<file path="src/design/bpa_pkg.sv">
// Shared types, constants and codes of the buddy page allocator.
`timescale 1ns / 1ps
`default_nettype none
package bpa_pkg;

  localparam int MaxPages  = 32768;
  localparam int MaxRank   = 16;
  localparam int PageShift = 12;
  localparam int AddrW     = 48;
  localparam int IdxW      = $clog2(MaxPages);
  localparam int CntW      = 16;
  localparam int RankW     = 5;
  localparam int LinkW     = IdxW + 1;
  localparam int LvlIdxW   = $clog2(MaxRank);

  localparam logic [1:0] CFG_POOL_BASE  = 2'd0;
  localparam logic [1:0] CFG_PAGE_COUNT = 2'd1;

  typedef enum logic [1:0] {
    MODE_ALLOC  = 2'd0,
    MODE_FREE   = 2'd1,
    MODE_QRANK  = 2'd2,
    MODE_QCOUNT = 2'd3
  } mode_t;

  typedef enum logic [1:0] {
    ST_OK      = 2'd0,
    ST_INVALID = 2'd1,
    ST_NOSPACE = 2'd2
  } status_t;

  typedef enum logic [4:0] {
    OP_NONE,
    OP_LOAD,
    OP_SETK,
    OP_POP1,
    OP_POP2,
    OP_PUSH1,
    OP_PUSH2,
    OP_UNLINK1,
    OP_UNLINK2,
    OP_DEC,
    OP_RANGE_START,
    OP_RANGE_STEP,
    OP_MARK,
    OP_READ_CUR,
    OP_FSTART,
    OP_READ_B,
    OP_MERGE,
    OP_RES_ERR,
    OP_RES_ALLOC,
    OP_RES_RANK,
    OP_RES_COUNT
  } dp_op_t;

  typedef enum logic [4:0] {
    S_IDLE,
    S_DISPATCH,
    S_SWEEP,
    S_A_CHECK,
    S_A_SPOP2,
    S_A_DEC,
    S_A_PUSHH1,
    S_A_PUSHH2,
    S_A_PUSHL1,
    S_A_PUSHL2,
    S_A_RSTART,
    S_A_RANGE,
    S_A_FPOP2,
    S_A_MARK,
    S_A_RES,
    S_F_RD,
    S_F_CHECK,
    S_F_BUD,
    S_F_UNL2,
    S_F_MERGE,
    S_F_RSTART,
    S_F_RANGE,
    S_F_PUSH2,
    S_F_RES,
    S_Q_RD
  } state_t;

  typedef struct packed {
    dp_op_t  op;
    status_t res;
    logic    sel_hi;
    logic    dbl;
  } dp_cmd_t;

  typedef struct packed {
    logic  init_start;
    logic  range_done;
    logic  rank_ok;
    logic  found;
    logic  addr_ok;
    mode_t mode;
    logic  lvl_gt_rank;
    logic  lvl_below_max;
    logic  buddy_in_pool;
    logic  blk_ok;
    logic  rank_zero;
    logic  buddy_free;
    logic  out_free;
  } dp_stat_t;

endpackage
`default_nettype wire

</file>
<file path="src/design/bpa_ctrl.sv">
// Controller state machine of the buddy page allocator.
`timescale 1ns / 1ps
`default_nettype none
module bpa_ctrl (
  input  wire logic              clk,
  input  wire logic              rst,
  input  wire logic              req_valid,
  output logic                   req_ready,
  input  wire bpa_pkg::dp_stat_t stat,
  output bpa_pkg::dp_cmd_t       cmd
);
  import bpa_pkg::*;

  state_t state, state_next;

  always_ff @(posedge clk) begin
    if (rst) begin
      state <= S_IDLE;
    end else begin
      state <= state_next;
    end
  end

  always_comb begin
    state_next = state;
    req_ready  = 1'b0;
    cmd        = '{op: OP_NONE, res: ST_OK, sel_hi: 1'b0, dbl: 1'b0};
    unique case (state)
      S_IDLE: begin
        req_ready = 1'b1;
        if (req_valid) begin
          cmd.op     = OP_LOAD;
          state_next = S_DISPATCH;
        end
      end
      S_DISPATCH: begin
        unique case (stat.mode)
          MODE_ALLOC: begin
            if (!stat.rank_ok || !stat.found) begin
              if (stat.out_free) begin
                cmd.op     = OP_RES_ERR;
                cmd.res    = stat.rank_ok ? ST_NOSPACE : ST_INVALID;
                state_next = S_IDLE;
              end
            end else begin
              cmd.op     = OP_SETK;
              state_next = S_A_CHECK;
            end
          end
          MODE_FREE, MODE_QRANK: begin
            if (!stat.addr_ok) begin
              if (stat.out_free) begin
                cmd.op     = OP_RES_ERR;
                cmd.res    = ST_INVALID;
                state_next = S_IDLE;
              end
            end else begin
              cmd.op     = OP_READ_CUR;
              state_next = (stat.mode == MODE_FREE) ? S_F_RD : S_Q_RD;
            end
          end
          MODE_QCOUNT: begin
            if (stat.out_free) begin
              cmd.op     = stat.rank_ok ? OP_RES_COUNT : OP_RES_ERR;
              cmd.res    = ST_INVALID;
              state_next = S_IDLE;
            end
          end
          default: begin
          end
        endcase
      end
      S_SWEEP: begin
        if (stat.range_done) begin
          state_next = S_IDLE;
        end else begin
          cmd.op = OP_RANGE_STEP;
        end
      end
      S_A_CHECK: begin
        cmd.op     = OP_POP1;
        state_next = stat.lvl_gt_rank ? S_A_SPOP2 : S_A_FPOP2;
      end
      S_A_SPOP2: begin
        cmd.op     = OP_POP2;
        state_next = S_A_DEC;
      end
      S_A_DEC: begin
        cmd.op     = OP_DEC;
        state_next = S_A_PUSHH1;
      end
      S_A_PUSHH1: begin
        cmd.op     = OP_PUSH1;
        cmd.sel_hi = 1'b1;
        state_next = S_A_PUSHH2;
      end
      S_A_PUSHH2: begin
        cmd.op     = OP_PUSH2;
        cmd.sel_hi = 1'b1;
        state_next = S_A_PUSHL1;
      end
      S_A_PUSHL1: begin
        cmd.op     = OP_PUSH1;
        state_next = S_A_PUSHL2;
      end
      S_A_PUSHL2: begin
        cmd.op     = OP_PUSH2;
        state_next = S_A_RSTART;
      end
      S_A_RSTART: begin
        cmd.op     = OP_RANGE_START;
        cmd.dbl    = 1'b1;
        state_next = S_A_RANGE;
      end
      S_A_RANGE: begin
        if (stat.range_done) begin
          state_next = S_A_CHECK;
        end else begin
          cmd.op = OP_RANGE_STEP;
        end
      end
      S_A_FPOP2: begin
        cmd.op     = OP_POP2;
        state_next = S_A_MARK;
      end
      S_A_MARK: begin
        cmd.op     = OP_MARK;
        state_next = S_A_RES;
      end
      S_A_RES: begin
        if (stat.out_free) begin
          cmd.op     = OP_RES_ALLOC;
          state_next = S_IDLE;
        end
      end
      S_F_RD: begin
        if (stat.blk_ok) begin
          cmd.op     = OP_FSTART;
          state_next = S_F_CHECK;
        end else if (stat.out_free) begin
          cmd.op     = OP_RES_ERR;
          cmd.res    = ST_INVALID;
          state_next = S_IDLE;
        end
      end
      S_F_CHECK: begin
        if (stat.lvl_below_max && stat.buddy_in_pool) begin
          cmd.op     = OP_READ_B;
          state_next = S_F_BUD;
        end else begin
          cmd.op     = OP_PUSH1;
          state_next = S_F_PUSH2;
        end
      end
      S_F_BUD: begin
        if (stat.buddy_free) begin
          cmd.op     = OP_UNLINK1;
          state_next = S_F_UNL2;
        end else begin
          cmd.op     = OP_PUSH1;
          state_next = S_F_PUSH2;
        end
      end
      S_F_UNL2: begin
        cmd.op     = OP_UNLINK2;
        state_next = S_F_MERGE;
      end
      S_F_MERGE: begin
        cmd.op     = OP_MERGE;
        state_next = S_F_RSTART;
      end
      S_F_RSTART: begin
        cmd.op     = OP_RANGE_START;
        state_next = S_F_RANGE;
      end
      S_F_RANGE: begin
        if (stat.range_done) begin
          state_next = S_F_CHECK;
        end else begin
          cmd.op = OP_RANGE_STEP;
        end
      end
      S_F_PUSH2: begin
        cmd.op     = OP_PUSH2;
        state_next = S_F_RES;
      end
      S_F_RES: begin
        if (stat.out_free) begin
          cmd.op     = OP_RES_ERR;
          cmd.res    = ST_OK;
          state_next = S_IDLE;
        end
      end
      S_Q_RD: begin
        if (stat.out_free) begin
          cmd.op     = stat.rank_zero ? OP_RES_ERR : OP_RES_RANK;
          cmd.res    = ST_INVALID;
          state_next = S_IDLE;
        end
      end
      default: begin
        state_next = S_IDLE;
      end
    endcase
    if (stat.init_start) begin
      state_next = S_SWEEP;
    end
  end

endmodule
`default_nettype wire

</file>
<file path="config.mk">
export PLATFORM = sky130hd
export DESIGN_NAME = bpa_ctrl
export DESIGN_NICKNAME = d
export VERILOG_FILES = /design/src/design/bpa_pkg.sv /design/src/design/bpa_ctrl.sv
export SDC_FILE = /design/constraint.sdc
export NUM_CORES = 1
export LEC_CHECK = 0
export BUFFER_PORTS_ARGS = -buffer_cell sky130_fd_sc_hd__buf_2
export CAP_MARGIN = 10
export CORE_UTILIZATION = 56
export CTS_BUF_LIST = sky130_fd_sc_hd__clkbuf_4 sky130_fd_sc_hd__clkbuf_8
export DETAILED_ROUTE_END_ITERATION = 6
export PLACE_DENSITY = 0.82
export SYNTH_ARGS = -nofsm -noshare
export SYNTH_HDL_FRONTEND = slang
export SYNTH_SLANG_ARGS = --single-unit
</file>
<file path="constraint.sdc">
create_clock -name clk -period 2.36 [get_ports clk]
set_clock_uncertainty 0.1 [all_clocks]
set_input_delay 0.236 -clock clk [delete_from_list [all_inputs] [get_ports clk]]
set_output_delay 0.236 -clock clk [all_outputs]
set_load 0.1 [all_outputs]
</file>
# Word level (Yosys, flattened, before mapping)
# Index checks and enable logic that the tools add are counted.
[totals] regBits=5 in_bits=17 out_inout_bits=10 wordCells=94
[classes] n_eq_ne=35 n_mux=40 n_reduce_logical=17
[op_table] op="case mux 5 bit (23 select lines)" n=1
[op_table] op="case mux 5 bit (18 select lines)" n=1
[op_table] op="2-to-1 mux 5 bit" n=13
[op_table] op="equality test 5 bit, second input constant" n=9
[op_table] op="equality test 5 x 4 -> 1 bit, second input constant" n=8
[op_table] op="2-to-1 mux 7 bit" n=5
[op_table] op="case mux 7 bit (3 select lines)" n=1
[op_table] op="equality test 5 x 3 -> 1 bit, second input constant" n=4
[op_table] op="case mux 5 bit (3 select lines)" n=1
[op_table] op="2-to-1 mux 2 bit" n=7
[op_table] op="2-to-1 mux 4 bit" n=3
[op_table] op="!= test 3 bit, second input constant" n=4
[op_table] op="OR reduction 2 bit" n=6
[op_table] op="equality test 5 x 2 -> 1 bit, second input constant" n=2
[op_table] op="2-to-1 mux 3 bit" n=3
[op_table] op="OR reduction 3 bit" n=3
[op_table] op="!= test 2 bit, second input constant" n=4
[op_table] op="case mux 2 bit (4 select lines)" n=1
[op_table] op="AND reduction 4 bit" n=2
[op_table] op="equality test 5 x 1 -> 1 bit, second input constant" n=1
[op_table] op="zero test 5 bit" n=1
[op_table] op="equality test 2 bit, second input constant" n=2
[op_table] op="2-to-1 mux 1 bit" n=4
[op_table] op="equality test 2 x 1 -> 1 bit, second input constant" n=1
[op_table] op="4 further kinds" n=5

# Depth between registers and ports, before layout
[depth] word_depth=6 ltp_mapped=8 ltp_nobuf=7

# Worst setup path before layout
# No wires, ideal clock.
[synth_timing] path_type="register to output" from="register state[2]" to="output cmd[3] in the netlist's numbering" arrival_ns=3.775 t_required_ns=2.024 path_slack_ns=-1.751 stages_incl_launch_ff=5 path_buffers=1 cell_sequence="dfxtp_1 -> buf_2 -> nand2b_1 -> nand3b_1 -> nor4_1"
[synth_lines] element="from (decl)" line_no="bpa_ctrl.sv:14" rtl="state_t state, state_next;"
[synth_lines] element="from (signal assigned)" line_no="bpa_ctrl.sv:20" rtl="state <= state_next;"
[synth_lines] element="to (decl)" line_no="bpa_ctrl.sv:10" rtl="output bpa_pkg::dp_cmd_t cmd"

==> out/metrics.cfg <==
[final_layout]
final_cell_mix = buf_2 (18), a21oi_1 (17), nand2_1 (15), buf_4 (15)
largest_reg_flops = 5
top_regs = state (5)
final_core_util = 0.852
finalInstanceArea_sq_um = 1670
regMostFlops = state
layout_commonest_cell = buf_2
stdcell_count = 243
area_growth_pct = 42.7
diodes = 0
nets = 237
layout-drive-gt1-share = 0.343

[synth]
yosys.area_share.simple = 0.345
synthArstFlopShare = 0
ys_seq_area_frac = 0.0855
synth_adder_area_share = 0.0321
synth_area_per_cell_sq_um = 6.33
synth_edf_count = 0
synth_compound_area_frac = 0.374
synth_cells = 185
synth.top_cell.area_share = 0.0855
synth_largest_area_cell = dfxtp_1
yosys-top-cells-area = dfxtp_1 (8.5%), a21oi_1 (8.1%), a31oi_1 (6.4%)
synth_area_sq_um = 1170
synth_xor_area_frac = 0.0310
yosys_warnings = 0
synthMuxAreaShare = 0.0171
synth_cell_types = 54
synth_nets = 205
ys.flop_type = dfxtp_1
synth_top_family_by_area = compound AO/OA/AOI/OAI gates
ys_seq_elements = 5

[setup_path]
cp_cell_sequence = nand2b_2 -> nand3b_1 -> nor3_1 -> or4_4 -> buf_12
critical-path-slowest-cell = nor3_1
cp-end-kind = output port
cp.arrival_ns = 2.03
cp-start-kind = flip-flop
crit_required_ns = 2.02
criticalPathCategory = flip-flop to output port
crit_path_max_incr_delay_ns = 0.47
cp_max_fo = 12

[grt]
grt_overflow = 0
grt_pass1_wl_um = 6350
grt_max_degree = 23
track_usage = 0.399
antenna_found_initial = 0
grt_pass1_vias = 1392

[power]
ir_drop_uv = 315
power.density_nw_per_um2 = 287
p_leak_nw = 0.644

[cts]
root_buffer = clkbuf_4
cts_tree = done
numClockSinks = 5
cts.clk_slew.worst_paths_ns = 0.04
cts_hold_buf = 0
insertion_delay_ns = 0.25
cts_max_level = 1
cts_max_path_buffers = 2
numCtsBuffers = 3

[floorplanning]
core_region_area_sq_um = 1960
ios = 27
die_w_um = 47.7
core.rowCount = 16
dieArea_sq_um = 2280
die_y_um = 47.7
initial_utilization = 0.597

[placement]
dpl.hpwl_um = 3100
post_dp_cell_area_sq_um = 1520
gp_congestion = 1.01
post-place-cells = 236
numPortBuffers = 26

[timing]
period_share = 1.00
hold_slack_ns = 0.0747
relSlewSlack = 0.519
fmax_mhz = 422
tightest_slew_ns = 0.703
finalMaxSlewViolations = 0
setup_ws_ns = -0.00821
setup_viol = 1
fin_crit_ns = 2.37
rsz0062_at_grt = true
hold_viol = 0

[hold_path]
hold_class = input port to flip-flop

[status]
violations = setup timing
status = finished, violations left

[drt]
wl_per_cell_um = 18.1
first_iter_violations = 195
wl_um = 4390
drcViolationCount = 0
antenna_left = 0
first_pass_iters = 6
dr_total_vias = 1685
viasPerCell = 6.93

[flow_run]
cap_violations = 0

## worst paths after layout
kind / start / end / slack, ns / cells past startpoint
worst min-delay path: rst / state[1]$_SDFFE_PP0P_ / 0.07 / 2
worst min register to register: state[1]$_SDFFE_PP0P_ / state[4]$_SDFFE_PP0P_ / 0.58 / 3
worst max-delay path: state[2]$_SDFFE_PP0P_ / cmd[7] / -0.008 / 5
worst max register to register: state[2]$_SDFFE_PP0P_ / state[4]$_SDFFE_PP0P_ / 0.33 / 6
## kinds of logic after synthesis
kind of cell / count (synthesis)
AOI/OAI and AO/OA: 66
buffers and inverters: 30
muxes: 2
and+or+nand+nor: 77
DFF: 5
adders and majority gates: 3
xor gates and xnor gates: 2
## metrics by stage
stage	setup TNS, ns	setup slack (ns)	total power, mW
floorplan	-0.988	-0.571	0.262
global placement	0	0.154	0.339
detailed placement	0	0.139	0.343
CTS	0	0.00602	0.459
global route	-0.112	-0.0573	0.510
finish	-0.00821	-0.00821	0.480
## power by group
part / switching (mW) / internal [mW]
logic: 0.174 / 0.103
registers: 0.00569 / 0.0843
clock network: 0.0375 / 0.0755
## routing by layer
| layer | track usage | wire, um | vias to the layer above |
|---|---|---|---|
| met1 | 0.489 | 1530 | 727 |
| met4 | 0.194 | 208 | 0 |
| met5 | 0 | 0 | - |
| met2 | 0.635 | 2010 | 163 |
| li1 | - | - | 756 |
| met3 | 0.117 | 636 | 39 |
## area by class of cell
| cell class | count | area (sq um) |
|---|---|---|
| fill | 122 | 290 |
| timing repair buffer | 45 | 420 |
| sequential | 5 | 116 |
| inverter | 12 | 45.0 |
| clock buffer | 4 | 30.0 |
| multi-input combinational | 150 | 1030 |
| tap | 27 | 33.8 |
## worst max-delay path: cells and delay by family (launching register included)
family / cells / cell delay (ns)
AND/OR/NAND/NOR: 4 / 1.23
flip-flops: 1 / 0.38
buffers and inverters: 1 / 0.16
## Yosys cell counts, types with 3 or more instances
master and count:
nor4_1 4, nand4_1 3, a31oi_1 12, nor2_1 10, a21oi_1 19, o211ai_1 3
inv_1 12, or4_1 3, nand2b_1 9, o21ai_0 7, nor3_1 14, buf_2 9
nand3_1 6, ha_1 3, dfxtp_1 5, clkbuf_1 5, nand2_1 16
## timing repair
item | 4_1_cts | 5_1_grt
gates resized for setup | 6 | 23
pin swaps | 0 | 7
setup endpoints to repair | 3 | 5
setup buffers | 0 | 3
Power figures use the tool's default switching activity.
